$ cat config.mk
export PLATFORM = sky130hd
export DESIGN_NAME = icmp_error_udp_probe_classifier_top
export DESIGN_NICKNAME = d
export VERILOG_FILES = /design/src/sv/iepc_pkg.sv /design/src/sv/iepc_front.sv /design/src/sv/iepc_queue.sv /design/src/sv/iepc_back.sv /design/src/sv/icmp_error_udp_probe_classifier_top.sv
export SDC_FILE = /design/constraint.sdc
export NUM_CORES = 1
export LEC_CHECK = 0
export ABC_AREA = 1
export BUFFER_PORTS_ARGS = -buffer_cell sky130_fd_sc_hd__buf_2
export CORE_MARGIN = 2
export CORE_UTILIZATION = 55
export CTS_CLUSTER_SIZE = 40
export DETAILED_ROUTE_END_ITERATION = 7
export PLACE_DENSITY = 0.74
export SYNTH_ARGS = -nofsm -noshare
export SYNTH_HDL_FRONTEND = slang
export SYNTH_SLANG_ARGS = --single-unit
$ cat constraint.sdc
create_clock -name clk -period 4.8 [get_ports clk]
set_input_delay 0.96 -clock clk [delete_from_list [all_inputs] [get_ports clk]]
set_output_delay 0.96 -clock clk [all_outputs]
set_load 0.05 [all_outputs]
$ cat src/sv/iepc_pkg.sv
`timescale 1ns / 1ps
// Package: shared types and constants of the ICMP error / UDP probe classifier.
package iepc_pkg;

    // Packet length limit and the width that holds any supported limit
    localparam int MAX_PACKET_BYTES_DEF = 4096;
    localparam int LEN_W                = 13;

    // Depth of the queue between the byte parser and the verdict stage
    localparam int QDEPTH = 2;
    localparam int QPTR_W = (QDEPTH > 1) ? $clog2(QDEPTH) : 1;
    localparam int QCNT_W = $clog2(QDEPTH + 1);

    // Configuration register indexes
    localparam logic CFG_SRC_PORT = 1'b0;
    localparam logic CFG_DST_PORT = 1'b1;
    localparam logic [15:0] SRC_PORT_RST = 16'd32768;
    localparam logic [15:0] DST_PORT_RST = 16'd33434;

    // Header offsets and sizes
    localparam logic [LEN_W-1:0] IP_PROTO_OFS = LEN_W'(9);
    localparam logic [LEN_W-1:0] ICMP_HDR_LEN = LEN_W'(8);
    localparam logic [LEN_W-1:0] UDP_HDR_LEN  = LEN_W'(8);
    localparam logic [5:0]       MIN_IP_HDR   = 6'd20;

    // Protocol numbers
    localparam logic [7:0] PROTO_ICMP = 8'd1;
    localparam logic [7:0] PROTO_UDP  = 8'd17;

    // ICMP types and codes
    localparam logic [7:0] ICMP_TIME_EXCEEDED = 8'd11;
    localparam logic [7:0] ICMP_DEST_UNREACH  = 8'd3;
    localparam logic [7:0] CODE_TTL_EXPIRED   = 8'd0;
    localparam logic [7:0] CODE_PORT_UNREACH  = 8'd3;
    localparam logic [7:0] CODE_SRC_ROUTE     = 8'd5;

    typedef enum logic [1:0] {
        VERDICT_NONE          = 2'd0,
        VERDICT_TIME_EXCEEDED = 2'd1,
        VERDICT_PORT_UNREACH  = 2'd2,
        VERDICT_SRC_ROUTE     = 2'd3
    } verdict_t;

    // Fields captured from one packet, handed from parser to verdict stage
    typedef struct packed {
        logic [LEN_W-1:0] len;
        logic [5:0]       ohl;
        logic             outer_icmp;
        logic [7:0]       kind;
        logic [7:0]       subcode;
        logic [5:0]       ihl;
        logic             inner_udp;
        logic [15:0]      src_port;
        logic [15:0]      dst_port;
    } iepc_summary_t;

endpackage

$ cat src/sv/iepc_front.sv
`timescale 1ns / 1ps
// Byte parser: counts packet bytes and captures header fields by offset.
module iepc_front #(
    parameter int MAX_PACKET_BYTES = iepc_pkg::MAX_PACKET_BYTES_DEF
) (
    input  logic                  clk,
    input  logic                  rst_n,
    input  logic                  in_valid,
    input  logic                  in_stall,
    input  logic [7:0]            data_byte,
    input  logic                  last_byte,
    output logic                  push,
    output iepc_pkg::iepc_summary_t summary
);
    import iepc_pkg::*;

    localparam int CNT_W = $clog2(MAX_PACKET_BYTES + 1);

    logic [CNT_W-1:0] byte_count_reg, byte_count_next;
    logic [5:0]       ohl_reg, ohl_next;
    logic             outer_icmp_reg, outer_icmp_next;
    logic [7:0]       kind_reg, kind_next;
    logic [7:0]       subcode_reg, subcode_next;
    logic [5:0]       ihl_reg, ihl_next;
    logic             inner_udp_reg, inner_udp_next;
    logic [15:0]      src_reg, src_next;
    logic [15:0]      dst_reg, dst_next;

    logic             accept;
    logic             in_range;
    logic             first;
    logic [LEN_W-1:0] pos;
    logic [LEN_W-1:0] ohl_x;
    logic [LEN_W-1:0] udp_at;

    assign accept = in_valid && !in_stall;

    // Capture fields at their offsets; the first byte restarts the packet
    always_comb
    begin
        pos      = LEN_W'(byte_count_reg);
        in_range = byte_count_reg < CNT_W'(MAX_PACKET_BYTES);
        first    = (byte_count_reg == '0);

        ohl_next        = ohl_reg;
        outer_icmp_next = outer_icmp_reg;
        kind_next       = kind_reg;
        subcode_next    = subcode_reg;
        ihl_next        = ihl_reg;
        inner_udp_next  = inner_udp_reg;
        src_next        = src_reg;
        dst_next        = dst_reg;
        byte_count_next = byte_count_reg;

        if (first)
        begin
            ohl_next        = {data_byte[3:0], 2'b00};
            outer_icmp_next = 1'b0;
            kind_next       = '0;
            subcode_next    = '0;
            ihl_next        = '0;
            inner_udp_next  = 1'b0;
            src_next        = '0;
            dst_next        = '0;
        end

        ohl_x = LEN_W'(ohl_next);

        if (in_range)
        begin
            byte_count_next = byte_count_reg + CNT_W'(1);
            if (pos == IP_PROTO_OFS)
                outer_icmp_next = (data_byte == PROTO_ICMP);
            if (pos == ohl_x)
                kind_next = data_byte;
            if (pos == ohl_x + LEN_W'(1))
                subcode_next = data_byte;
            if (pos == ohl_x + ICMP_HDR_LEN)
                ihl_next = {data_byte[3:0], 2'b00};
            if (pos == ohl_x + ICMP_HDR_LEN + IP_PROTO_OFS)
                inner_udp_next = (data_byte == PROTO_UDP);
        end

        udp_at = ohl_x + ICMP_HDR_LEN + LEN_W'(ihl_next);

        if (in_range)
        begin
            if (pos == udp_at)
                src_next[15:8] = data_byte;
            if (pos == udp_at + LEN_W'(1))
                src_next[7:0] = data_byte;
            if (pos == udp_at + LEN_W'(2))
                dst_next[15:8] = data_byte;
            if (pos == udp_at + LEN_W'(3))
                dst_next[7:0] = data_byte;
        end
    end

    // Hand the packet summary to the queue on the last word
    assign push = accept && last_byte;

    always_comb
    begin
        summary.len        = LEN_W'(byte_count_next);
        summary.ohl        = ohl_next;
        summary.outer_icmp = outer_icmp_next;
        summary.kind       = kind_next;
        summary.subcode    = subcode_next;
        summary.ihl        = ihl_next;
        summary.inner_udp  = inner_udp_next;
        summary.src_port   = src_next;
        summary.dst_port   = dst_next;
    end

    // Advance the byte counter; wrap to zero after the last word
    always_ff @(posedge clk or negedge rst_n)
    begin
        if (!rst_n)
            byte_count_reg <= '0;
        else if (accept)
            byte_count_reg <= last_byte ? '0 : byte_count_next;
    end

    // Hold captured fields
    always_ff @(posedge clk)
    begin
        if (accept)
        begin
            ohl_reg        <= ohl_next;
            outer_icmp_reg <= outer_icmp_next;
            kind_reg       <= kind_next;
            subcode_reg    <= subcode_next;
            ihl_reg        <= ihl_next;
            inner_udp_reg  <= inner_udp_next;
            src_reg        <= src_next;
            dst_reg        <= dst_next;
        end
    end

    a_count_bound: assert property (@(posedge clk) disable iff (!rst_n)
        byte_count_reg <= CNT_W'(MAX_PACKET_BYTES))
        else $error("byte counter ran past the packet limit");

endmodule

$ cat src/sv/iepc_queue.sv
`timescale 1ns / 1ps
// Short queue of packet summaries between the parser and the verdict stage.
module iepc_queue (
    input  logic                    clk,
    input  logic                    rst_n,
    input  logic                    push,
    input  iepc_pkg::iepc_summary_t push_data,
    input  logic                    pop,
    output logic                    full,
    output logic                    not_empty,
    output iepc_pkg::iepc_summary_t head
);
    import iepc_pkg::*;

    iepc_summary_t     entry_reg [QDEPTH];
    logic [QPTR_W-1:0] wr_ptr_reg, wr_ptr_next;
    logic [QPTR_W-1:0] rd_ptr_reg, rd_ptr_next;
    logic [QCNT_W-1:0] count_reg, count_next;

    assign full      = (count_reg == QCNT_W'(QDEPTH));
    assign not_empty = (count_reg != '0);
    assign head      = entry_reg[rd_ptr_reg];

    // Advance pointers and occupancy
    always_comb
    begin
        wr_ptr_next = wr_ptr_reg;
        rd_ptr_next = rd_ptr_reg;
        if (push)
            wr_ptr_next = (wr_ptr_reg == QPTR_W'(QDEPTH - 1)) ? '0 : wr_ptr_reg + QPTR_W'(1);
        if (pop)
            rd_ptr_next = (rd_ptr_reg == QPTR_W'(QDEPTH - 1)) ? '0 : rd_ptr_reg + QPTR_W'(1);
        count_next = count_reg + QCNT_W'(push) - QCNT_W'(pop);
    end

    always_ff @(posedge clk or negedge rst_n)
    begin
        if (!rst_n)
        begin
            wr_ptr_reg <= '0;
            rd_ptr_reg <= '0;
            count_reg  <= '0;
        end
        else
        begin
            wr_ptr_reg <= wr_ptr_next;
            rd_ptr_reg <= rd_ptr_next;
            count_reg  <= count_next;
        end
    end

    // Store the incoming summary
    always_ff @(posedge clk)
    begin
        if (push)
            entry_reg[wr_ptr_reg] <= push_data;
    end

    a_no_overflow: assert property (@(posedge clk) disable iff (!rst_n)
        push |-> (!full || pop))
        else $error("summary pushed into a full queue");

    a_no_underflow: assert property (@(posedge clk) disable iff (!rst_n)
        pop |-> not_empty)
        else $error("summary popped from an empty queue");

endmodule

$ cat src/sv/iepc_back.sv
`timescale 1ns / 1ps
// Verdict stage: holds probe ports, judges one summary and registers the result.
module iepc_back (
    input  logic                    clk,
    input  logic                    rst_n,
    input  logic                    cfg_we,
    input  logic                    cfg_index,
    input  logic [15:0]             cfg_data,
    input  logic                    head_valid,
    input  iepc_pkg::iepc_summary_t head,
    output logic                    pop,
    output logic                    out_valid,
    input  logic                    out_stall,
    output logic [1:0]              verdict
);
    import iepc_pkg::*;

    logic [15:0]      src_port_reg;
    logic [15:0]      dst_port_reg;
    logic             out_valid_reg, out_valid_next;
    verdict_t         verdict_reg, verdict_next;
    logic [LEN_W-1:0] min_len_fixed;
    logic [LEN_W-1:0] min_len_inner;
    logic             frame_ok;

    // Write probe ports
    always_ff @(posedge clk or negedge rst_n)
    begin
        if (!rst_n)
        begin
            src_port_reg <= SRC_PORT_RST;
            dst_port_reg <= DST_PORT_RST;
        end
        else if (cfg_we)
        begin
            if (cfg_index == CFG_SRC_PORT)
                src_port_reg <= cfg_data;
            if (cfg_index == CFG_DST_PORT)
                dst_port_reg <= cfg_data;
        end
    end

    // Take a summary when the output register is free or being drained
    assign pop = head_valid && (!out_valid_reg || !out_stall);

    // Judge lengths, protocols, ports, then the ICMP type and code
    always_comb
    begin
        min_len_fixed = LEN_W'(head.ohl) + ICMP_HDR_LEN + LEN_W'(MIN_IP_HDR);
        min_len_inner = LEN_W'(head.ohl) + ICMP_HDR_LEN + LEN_W'(head.ihl) + UDP_HDR_LEN;
        frame_ok = head.outer_icmp && (head.ohl >= MIN_IP_HDR)
                && (head.len >= min_len_fixed) && (head.len >= min_len_inner)
                && head.inner_udp
                && (head.src_port == src_port_reg) && (head.dst_port == dst_port_reg);

        verdict_next = VERDICT_NONE;
        if (frame_ok)
        begin
            if (head.kind == ICMP_TIME_EXCEEDED && head.subcode == CODE_TTL_EXPIRED)
                verdict_next = VERDICT_TIME_EXCEEDED;
            else if (head.kind == ICMP_DEST_UNREACH && head.subcode == CODE_PORT_UNREACH)
                verdict_next = VERDICT_PORT_UNREACH;
            else if (head.kind == ICMP_DEST_UNREACH && head.subcode == CODE_SRC_ROUTE)
                verdict_next = VERDICT_SRC_ROUTE;
        end

        if (pop)
            out_valid_next = 1'b1;
        else if (out_stall)
            out_valid_next = out_valid_reg;
        else
            out_valid_next = 1'b0;
    end

    always_ff @(posedge clk or negedge rst_n)
    begin
        if (!rst_n)
            out_valid_reg <= 1'b0;
        else
            out_valid_reg <= out_valid_next;
    end

    always_ff @(posedge clk)
    begin
        if (pop)
            verdict_reg <= verdict_next;
    end

    assign out_valid = out_valid_reg;
    assign verdict   = verdict_reg;

    a_valid_from_pop: assert property (@(posedge clk) disable iff (!rst_n)
        $rose(out_valid_reg) |-> $past(pop))
        else $error("output word appeared without a summary being taken");

endmodule

$ cat src/sv/icmp_error_udp_probe_classifier_top.sv
`timescale 1ns / 1ps
// Top level of the ICMP error / UDP probe reply classifier.
//
// Input channel: one packet byte per word (data_byte, last_byte), starting at
// the outer IPv4 header; accepted when in_valid is high and in_stall is low.
// Output channel: one verdict word per packet, given for its last byte; taken
// when out_valid is high and out_stall is low. Verdict codes: 0 none,
// 1 time exceeded, 2 port unreachable, 3 source route failed.
// Configuration: cfg_we writes cfg_data to probe source port (index 0) or
// probe destination port (index 1); write only while no packet is pending.
// Throughput: one byte per cycle; the byte parser captures header fields by
// offset compare and waits on the verdict stage only when the queue is full.
// Output path: the edge that accepts the last byte writes its summary into the queue;
// the verdict register then loads it from the queue head once it is free or draining.
// Stall: the two-entry summary queue absorbs packets while out_stall is high;
// in_stall rises only when the queue is full.
// Reset: byte counter and queue clear, probe ports return to 32768 and 33434.
module icmp_error_udp_probe_classifier_top #(
    parameter int MAX_PACKET_BYTES = iepc_pkg::MAX_PACKET_BYTES_DEF
) (
    input  logic        clk,
    input  logic        rst_n,
    input  logic        in_valid,
    output logic        in_stall,
    input  logic [7:0]  data_byte,
    input  logic        last_byte,
    output logic        out_valid,
    input  logic        out_stall,
    output logic [1:0]  verdict,
    input  logic        cfg_we,
    input  logic        cfg_index,
    input  logic [15:0] cfg_data
);
    import iepc_pkg::*;

    iepc_summary_t front_summary;
    iepc_summary_t queue_head;
    logic          push;
    logic          pop;
    logic          queue_full;
    logic          queue_not_empty;

    assign in_stall = queue_full;

    iepc_front #(
        .MAX_PACKET_BYTES(MAX_PACKET_BYTES)
    ) u_front (
        .clk       (clk),
        .rst_n     (rst_n),
        .in_valid  (in_valid),
        .in_stall  (queue_full),
        .data_byte (data_byte),
        .last_byte (last_byte),
        .push      (push),
        .summary   (front_summary)
    );

    iepc_queue u_queue (
        .clk       (clk),
        .rst_n     (rst_n),
        .push      (push),
        .push_data (front_summary),
        .pop       (pop),
        .full      (queue_full),
        .not_empty (queue_not_empty),
        .head      (queue_head)
    );

    iepc_back u_back (
        .clk        (clk),
        .rst_n      (rst_n),
        .cfg_we     (cfg_we),
        .cfg_index  (cfg_index),
        .cfg_data   (cfg_data),
        .head_valid (queue_not_empty),
        .head       (queue_head),
        .pop        (pop),
        .out_valid  (out_valid),
        .out_stall  (out_stall),
        .verdict    (verdict)
    );

endmodule

# Yosys cells after proc, flatten, opt, wreduce, memory -nomap -nowiden
# Memories as Yosys holds them, arrays and structs flattened.
# Cells that the tools add are included.
# Widths: inputs -> output; s select.
totals:
  mem_count: 1
  regBits: 114
  ram_bits: 150
  input_bits: 31
mem_list:
  columns: ["memory", "words", "width", "rd", "rd_ports_with_merged_regs", "write_ports", "line_no", "rtl"]
  rows:
  - ["u_queue.entry_reg", 2, 75, 1, 0, 1, "iepc_queue.sv:15", "iepc_summary_t entry_reg [QDEPTH];"]
classes:
  eq_ne: 19
  n_lt_le_gt_ge: 4
  add_sub_neg: 16
  n_mux: 35
  n_reduce_logical: 22
  bitwise: 2
op_table:
  columns: ["op", "count"]
  rows:
  - ["$eq 13x13->1", 7]
  - ["$mux 8", 10]
  - ["$mux 16", 4]
  - ["$eq 16x16->1", 2]
  - ["$add 13x1->13 const B", 2]
  - ["$add 13x2->13 const B", 2]
  - ["$add 13x4->13 const B", 2]
  - ["$add 13x6->13", 2]
  - ["$ge 13x13->1", 2]
  - ["$mux 13", 2]
  - ["$mux 6", 4]
  - ["$eq 8x2->1 const B", 2]
  - ["$add 6x4->7 const B", 2]
  - ["$add 13x5->13 const B", 1]
  - ["$eq 13x4->1 const B", 1]
  - ["$eq 13x6->1", 1]
  - ["$logic_not 13->1", 1]
  - ["$lt 13x13->1 const B", 1]
  - ["$mux 1", 13]
  - ["$logic_and 1x1->1", 12]
  - ["$eq 8x1->1 const B", 1]
  - ["$eq 8x3->1 const B", 1]
  - ["$eq 8x4->1 const B", 1]
  - ["$eq 8x5->1 const B", 1]
  - ["other kinds (15)", 21]

# Longest topological paths before layout
# Gate-level depths: netlist (run 1).
depth:
  word_depth: 11
  depth_mapped: 36
  ltp_nobuf: 36

# Hierarchy
# A second synthesis (run 1) with hierarchy kept.
hier_totals:
  hier_cells: 1513
  area_unflattened_um2: 14081.0
by_module_without_submodules:
  columns: ["module", "cells_each", "n_inst", "seq_area_each_um2", "area_per_inst_um2"]
  rows:
  - ["iepc_queue", 416, 1, 4604.4, 5795.6]
  - ["iepc_front", 678, 1, 2187.1, 5400.2]
  - ["iepc_back", 419, 1, 894.6, 2885.3]

# Worst setup path before layout (run 1)
# Ideal clock, no wire load.
synth_path:
  path_kind: "input -> register"
  startpoint: "in in_valid"
  endpoint: "mem u_queue.entry_reg[0][0] in the netlist's numbering (enable)"
  path_stages: 4
  path_buffers: 0
  arrival_ns: 4.579
  slack_ns: -0.288
  setup_time_ns: 0.508
  path_cell_list: "o21ai_0 -> nor2_1 -> inv_1 -> nor2_1"
synth_via:
  elab_chain_cells: 4
synth_rtl:
  columns: ["item", "line_no", "rtl"]
  rows:
  - ["start: declaration", "icmp_error_udp_probe_classifier_top.sv:23", "input logic in_valid,"]
  - ["$logic_and 1x1->1", "iepc_front.sv:36", "assign accept = in_valid && !in_stall;"]
  - ["$logic_and 1x1->1", "iepc_front.sv:100", "assign push = accept && last_byte;"]
  - ["net push", "icmp_error_udp_probe_classifier_top.sv:38", "logic push;"]
  - ["$mux 1", "iepc_queue.sv:55", "if (push)"]
  - ["$mux 1 (not written as such)", "iepc_queue.sv:56", "entry_reg[wr_ptr_reg] <= push_data;"]
  - ["end: declaration", "iepc_queue.sv:15", null]
# The timed path passes the listed nets, and every way through them passes these cells.

==> results.md, run 1 <==
* Hold Violations, Final at 0
* LEAKAGE at a little over 7 nW
* Via density at 5.47
* Rows at 57
* Max-cap violation count at 0
* Post-Syn Area at approximately 14,000 µm²
* Placeable Area at around 24,000 µm²
* Status: complete, no violations
* Drt first pass iters at 5
* CTS Root Cell: clkbuf_16
* WHS Path Cells at 2
* CTS tree: yes
* Nets at 1,619
* Vias in the first global route at 9,958
* Ys Warns at 0
* Primary FF master, synth: edfxtp_1
* Antenna viol nets, final at 0
* Slew @ Worst Pin at 916 ps
* Max IR drop VDD at roughly 0.69 mV
* Max Clk Rate at 212 MHz
* Seq. cell area at 7690 µm²
* CTS Hold Bufs at 0
* Power per cell area at 833 nW/µm²
* Main area contributors after synthesis: edfxtp_1 47%, nand2_1 10%, dfrtp_1 7.8%, ha_1 4.6%, inv_1 4.4%
* Final Non-Filler Cells at between 1,500 and 2,000
* Max Clock Skew at 21.5 ps
* Crit path time final at 4730 ps
* Area growth syn-to-layout at 18.5%
* Routability cong. at 0.965
* Type of the tightest min-delay check: register to register
* WHS at 493 ps
* Share of layout cells above drive strength 1 at between 20% and 30%
* Worst Hold Endpoint: u_back.dst_port_reg[12]
* Post-synthesis cell type count at between 50 and 60
* Total GRT Usage at 25.8%
* Starting Density at 56.2%
* Register bit total from synthesis at about 260
* Clock Sinks at around 260
* Clock transition at path regs at 70 ps
* DP Area at 14,900 µm²
* CP max stage delay at approximately 460 ps
* Worst hold start: u_back.dst_port_reg[12]
* Largest net degree at the start of global routing at 76
* Worst reg2reg path startpoint: u_front.byte_count_reg[0]
* Syn Inst Count at 1,387
* Reg-to-Reg End: u_queue.entry_reg[0][19]
* Iter 0 DRT Violations at 1,039
* Die Span X at 162 µm
* Met3 Use GR at under 10%
* Gr busiest metal: met2
* Vias at 10,300
* Synth async-reset ratio at a little under a fifth
* Power, Total at between 10 and 15 mW
* Height of the die at 162 µm
* Grt met2 use at 42.0%
* Layout fillers at 1,837
* Worst Path Required at 5100 ps
* Post-synthesis net count at 1,471
* Critical path capture point type: register
* DRC viols at 0
* Design area at ~16,000 µm²
* EDFF count, synth at 214
* Total gr overflow at 0
* H-tree Lvls at 1
* Post-DR wirelength/cell at 18.1 µm
* Clock Latency Late Sink at about 560 ps
* Final core occ at roughly two thirds
* Most frequent cells in the layout: 342 x nand2_1, 214 x edfxtp_1, 155 x inv_1
* WL final at 33,900 µm
* Port Buffers at 34
* Antenna diode count at 0
* Synth top area share at between 40 and 50%
* Final Cycle Share at 98.4%
* Sequential element share of the synthesized area at a little under three fifths
* Crit start category: register
* Final setup fails at 0
* Worst reg-to-reg path cell count at 33
* DP HPWL at 23,800 µm
* Number of antenna violations at the first check in global routing at 0
* Mean Syn Cell Area at approximately 9.9 µm²
* Commonest non-fill, non-tap cell in the layout: nand2_1
* Slew HR at roughly 39%
* Final slew viol count at 0
* Critical path's slowest cell: fa_2
* Area of the multi-input gates at ~5600 µm²
* Ports at 35
* RSZ-0062 raised after global routing: true
* CTS max path bufs at 3
* Max reg flops at 150
* Placed cell count at 1,815
* Reg2Reg Setup Slack at 70 ps
* Worst Path Max Fanout at 8
* Die area at 26,300 µm²
* Post-synth top area cell: edfxtp_1
* Crit Path Class: register to register
* Cts bufs inserted at 28
* First-pass GRT wire length at 52,700 µm
* Arrival time worst endpoint at roughly 5000 ps
* Global Route met1 Usage at 36.6%
-- stage by stage --
stage	worst slack, ps	setup TNS (ps)
after floorplan	-288	-43130
after global placement	-154	-10420
after detailed placement	-249	-18990
after CTS	53.8	0
after global routing	-180	-9990
final	74.8	0
-- final cells by class --
| type | count | share of cell area, % |
|---|---|---|
| Clock buffer | 30 | 4.35 |
| Multi-Input combinational cell | 925 | 34.2 |
| Inverter | 165 | 3.80 |
| Timing Repair Buffer | 151 | 6.63 |
| Sequential cell | 264 | 47.2 |
| Clock inverter | 19 | 1.31 |
| Tap cell | 324 | 2.49 |
-- routing by layer --
metal  vias up  routed length [µm]
li1       4961                   -
met1      4865               15000
met2       380               15800
met3        66                2150
met4         0                1010
met5         -                   0
-- cells in the mapped netlist (all sizes together) (2+ instances only) --
cell type / instances
edfxtp: 214
o22ai: 11
dfrtp: 43
fa: 2
nand4: 37
clkbuf: 14
nor3: 11
xnor2: 16
o21a: 2
nor2: 109
a21oi: 20
dfstp: 7
o32ai: 2
or2: 8
ha: 51
inv: 165
nand2: 392
nor3b: 2
xor2: 30
o31ai: 2
a21o: 3
a211oi: 2
buf: 19
mux2i: 15
o21ai: 81
o41ai: 2
nand3: 110
nor4: 8
-- power breakdown --
group          internal (mW)  total, mW  switching [mW]
logic                   3.01       7.79            4.77
registers               3.42       3.63           0.210
clock network           1.20       2.15           0.953
total                   7.64       13.6            5.94
-- cell families after synthesis --
group / count (synthesis) / synth area share [%]
fa+ha+maj: 53 / 4.93
simple gates: 681 / 23.7
flops: 264 / 55.9
xor+xnor: 46 / 3.09
mux: 15 / 1.09
buf+inv: 198 / 5.83
compound gates: 130 / 5.48
-- critical path: cells and delay by family (launching register included) --
kind / cells / cell delay, ps
buffers and inverters: 6 / 410
xor gates and xnor gates: 2 / 310
DFF: 1 / 400
and+or+nand+nor: 20 / 2150
adders and majority gates: 5 / 1190
-- worst max-delay path by stage --
stage,from,end,slack [ps],cells past startpoint
floorplan,in_valid,u_queue.entry_reg[0][0],-290,4
global placement,data_byte[1],u_queue.entry_reg[1][15],-150,27
CTS,u_front.byte_count_reg[0],u_front.src_reg[7],50,29
detailed placement,data_byte[1],u_queue.entry_reg[1][6],-250,28
global route,u_front.byte_count_reg[0],u_queue.entry_reg[0][18],-180,33
finish,u_front.byte_count_reg[0],u_queue.entry_reg[0][19],70,33
-- what timing repair did --
item,4_1_cts,5_1_grt
gates resized for setup,10,70
buffers inserted,0,14
gates cloned,0,0
hold endpoints to repair,0,0
setup endpoints to repair,75,96
pin swaps,5,33
No activity file was read; power rests on OpenSTA's default activity.
==> run 2: changes to the inputs <==
--- a/config.mk
+++ b/config.mk
@@ -5,7 +5,6 @@
 export SDC_FILE = /design/constraint.sdc
 export NUM_CORES = 1
 export LEC_CHECK = 0
-export ABC_AREA = 1
 export BUFFER_PORTS_ARGS = -buffer_cell sky130_fd_sc_hd__buf_2
 export CORE_MARGIN = 2
 export CORE_UTILIZATION = 55
==> results.md, run 2 <==
* Status: finished, violations left (was complete, no violations)
* Failing checks: setup timing
* Worst Path Max Fanout at 8 (unchanged)
* Critical Path Most Common Cell: nor4_4
* Final slew viol count at 0 (unchanged)
* Vias at 8,505 (was 10,300)
* Vias in the first global route at 8,465 (was 9,958)
* Register bit total from synthesis at 264 (unchanged)
* Antenna diode count at 0 (unchanged)
* Die Span X at 158 µm (was 162 µm)
* Syn Inst Count at 988 (was 1,387)
* Post-synth top area cell: edfxtp_1 (unchanged)
* Seq. cell area at 7690 µm² (unchanged)
* Rows at 56 (was 57)
* Slew HR at 32.7% (was 38.8%)
* DP HPWL at 20,100 µm (was 23,800 µm)
* Crit Path Class: register to register (unchanged)
* Reg2Reg Setup Slack at -250 ps (was 70 ps)
* Port Buffers at 34 (unchanged)
* Routability cong. at 0.888 (was 0.965)
* First-pass GRT wire length at 46,700 µm (was 52,700 µm)
* Starting Density at 55.9% (was 56.2%)
* Final Non-Filler Cells at 1,467 (was 1,878)
* Placeable Area at 23,400 µm² (was 24,500 µm²)
* EDFF count, synth at 214 (unchanged)
* Antenna viol nets, final at 0 (unchanged)
* Total GRT Usage at 24.6% (was 25.8%)
* Max Clk Rate at 198 MHz (was 212 MHz)
* Layout fillers at 1,634 (was 1,837)
* Worst Path Required at 5170 ps (was 5100 ps)
* Max-cap violation count at 0 (unchanged)
* Iter 0 DRT Violations at 696 (was 1,039)
* Sequential element share of the synthesized area at 58.7% (was 55.9%)
* Area of the multi-input gates at 5710 µm² (was 5580 µm²)
* Drt first pass iters at 5 (unchanged)
* Arrival time worst endpoint at 5430 ps (was 5030 ps)
* Share of layout cells above drive strength 1 at 30.2% (was 22.7%)
* Die area at 25,000 µm² (was 26,300 µm²)
* Clock transition at path regs at 60 ps (was 70 ps)
* CTS tree: yes (unchanged)
* Final setup fails at 96 (was 0)
* DRC viols at 0 (unchanged)
* Via density at 5.80 (was 5.47)
* Commonest non-fill, non-tap cell in the layout: edfxtp_1 (was nand2_1)
* RSZ-0062 raised after global routing: true (unchanged)
* Max Clock Skew at 19.0 ps (was 21.5 ps)
* Max reg flops at 150 (unchanged)
* Largest net degree at the start of global routing at 76 (unchanged)
* Critical Path, Cell by Cell: nor4_4 > nand4_4 > mux2i_4 > inv_2 > ha_4 > xnor2_2 > nor3_2 > and3_4 > nor2_4 > and2_4 > ha_4 > inv_2 > fa_2 > nand2b_4 > a21o_4 > xnor2_4 > buf_6 > nor4_4 > a22oi_2 > nor4_4 > buf_12 > mux2i_4
* Slew @ Worst Pin at 1010 ps (was 916 ps)
* Most common cell in the netlist: edfxtp_1 (was nand2_1)
* Final Cycle Share at 105% (was 98.4%)
* H-tree Lvls at 1 (unchanged)
* Post-Syn Area at 13,100 µm² (was 13,800 µm²)
* Critical path buffers and inverters at 4 (was 6)
* Height of the die at 158 µm (was 162 µm)
* Nets at 1,211 (was 1,619)
* DP Area at 14,400 µm² (was 14,900 µm²)
* Total gr overflow at 0 (unchanged)
* Critical path's slowest cell: dfrtp_1 (was fa_2)
* Clock Latency Late Sink at 550 ps (was 560 ps)
* Synth cell count leaders: 214 x edfxtp_1, 110 x nand2_1, 74 x xnor2_1 (was 365 x nand2_1, 214 x edfxtp_1, 162 x inv_1)
* Placed cell count at 1,402 (was 1,815)
* Most frequent cells in the layout: 214 x edfxtp_1, 103 x buf_4, 102 x nand2_1 (was 342 x nand2_1, 214 x edfxtp_1, 155 x inv_1)
* WL final at 30,100 µm (was 33,900 µm)
* Clock Sinks at 264 (unchanged)
* Final core occ at 68.1% (was 66.6%)
* Post-synthesis cell type count at 73 (was 56)
* CP top delay family: simple AND/OR/NAND/NOR gates (unchanged)
* Post-DR wirelength/cell at 20.5 µm (was 18.1 µm)
* Cts bufs inserted at 27 (was 28)
* Final setup margin at -252 ps (was 74.8 ps)
* CP max stage delay at 410 ps (was 460 ps)
* Main area contributors after synthesis: edfxtp_1 49%, dfrtp_1 8.2%, mux2i_1 5.6%, xnor2_1 5.0%, ha_1 4.9% (was edfxtp_1 47%, nand2_1 10%, dfrtp_1 7.8%, ha_1 4.6%, inv_1 4.4%)
* Setup total negative slack at -13,060 ps (was 0 ps)
* Synth async-reset ratio at 18.9% (unchanged)
* Type of the tightest min-delay check: register to register (unchanged)
* Critical path capture point type: register (unchanged)
* Ys Warns at 0 (unchanged)
* Ports at 35 (unchanged)
* Post-synthesis net count at 1,072 (was 1,471)
* CTS max path bufs at 3 (unchanged)
* Area growth syn-to-layout at 21.8% (was 18.5%)
* Number of antenna violations at the first check in global routing at 0 (unchanged)
* Design area at 15,900 µm² (was 16,300 µm²)
* Hold Violations, Final at 0 (unchanged)
* CTS Root Cell: clkbuf_16 (unchanged)
* Mean Syn Cell Area at 13.2 µm² (was 9.92 µm²)
* Primary FF master, synth: edfxtp_1 (unchanged)
* Crit start category: register (unchanged)
* Synth top area share at 49.1% (was 46.7%)
* Crit path time final at 5050 ps (was 4730 ps)
==> run 2: cell types whose count changed after synthesis, sizes merged, moves of 8 or more <==
cell   delta
nor4     +11
mux2     +48
nor2     -86
nand2   -282
xnor2    +59
and3      +9
inv     -127
nand3    -97
mux2i    +60
o22ai     -8
o21ai    -48
a22o      +8
xor2      -9
nand4    -28
==> run 2: path summary, 6_finish.rpt <==
kind                                             from                      to  cells after the start
max in group asynchronous                       rst_n      u_queue.rd_ptr_reg                      2
min                              u_queue.count_reg[1]    u_queue.count_reg[1]                      1
min in group asynchronous                       rst_n  u_back.src_port_reg[2]                      2
max reg2reg                u_front.byte_count_reg[12]      u_front.dst_reg[0]                     22
max                        u_front.byte_count_reg[12]      u_front.dst_reg[0]                     22
min reg2reg                      u_queue.count_reg[1]    u_queue.count_reg[1]                      1
==> run 2: cells by family after synthesis <==
kind of cell / share of synthesized area (%)
flops: 58.7
simple gates: 10.3
compound gates: 6.53
mux: 9.99
xor+xnor: 6.80
buf+inv: 2.44
fa+ha+maj: 5.18
==> run 2: worst reg2reg max path, cell delays in order, from the launching register on <==
cell,delay (ps)
dfrtp_1,410
nor4_4,380
nand4_4,260
mux2i_4,260
inv_2,90
ha_4,290
xnor2_2,110
nor3_2,50
and3_4,200
nor2_4,100
and2_4,160
ha_4,120
inv_2,30
fa_2,380
nand2b_4,180
a21o_4,240
xnor2_4,150
buf_6,140
nor4_4,320
a22oi_2,150
nor4_4,340
buf_12,220
mux2i_4,290
==> run 2: metrics by stage <==
step / setup WS (ps) / hold WS (ps)
6_report: -252 / 491
5_1_grt: -507 / 524
4_1_cts: -182 / 489
3_5_place_dp: -508 / 479
3_3_place_gp: -308 / 465
2_1_floorplan: -443 / 460
==> run 2: final cells by class <==
type,count,share of cell area (%)
inverter,40,0.989
multi-input combinational,648,35.8
clock buffer,34,4.53
tap,319,2.50
sequential,264,48.2
clock inverter,16,1.10
timing repair buffer,146,6.82
==> run 2: what timing repair did <==
item,4_1_cts,5_1_grt
pin swaps,23,15
buffers inserted,12,4
gates resized for setup,65,43
endpoints found under the setup margin,96,96
hold buffers,0,0
endpoints found under the hold margin,0,0
cloned,1,0
==> run 2: per-layer routing <==
metal	up-vias	wire, µm	global-route usage, %	part of all wire [%]
met1	4254	13200	34.9	44
met4	0	995	7.98	3.3
met2	261	14400	40.2	48
met5	-	0	0	0
li1	3924	-	-	-
met3	66	1480	2.59	4.9
Power of run 2 is not shown: default switching activity piles up to over one toggle a cycle in this logic, so the estimate is an artifact.
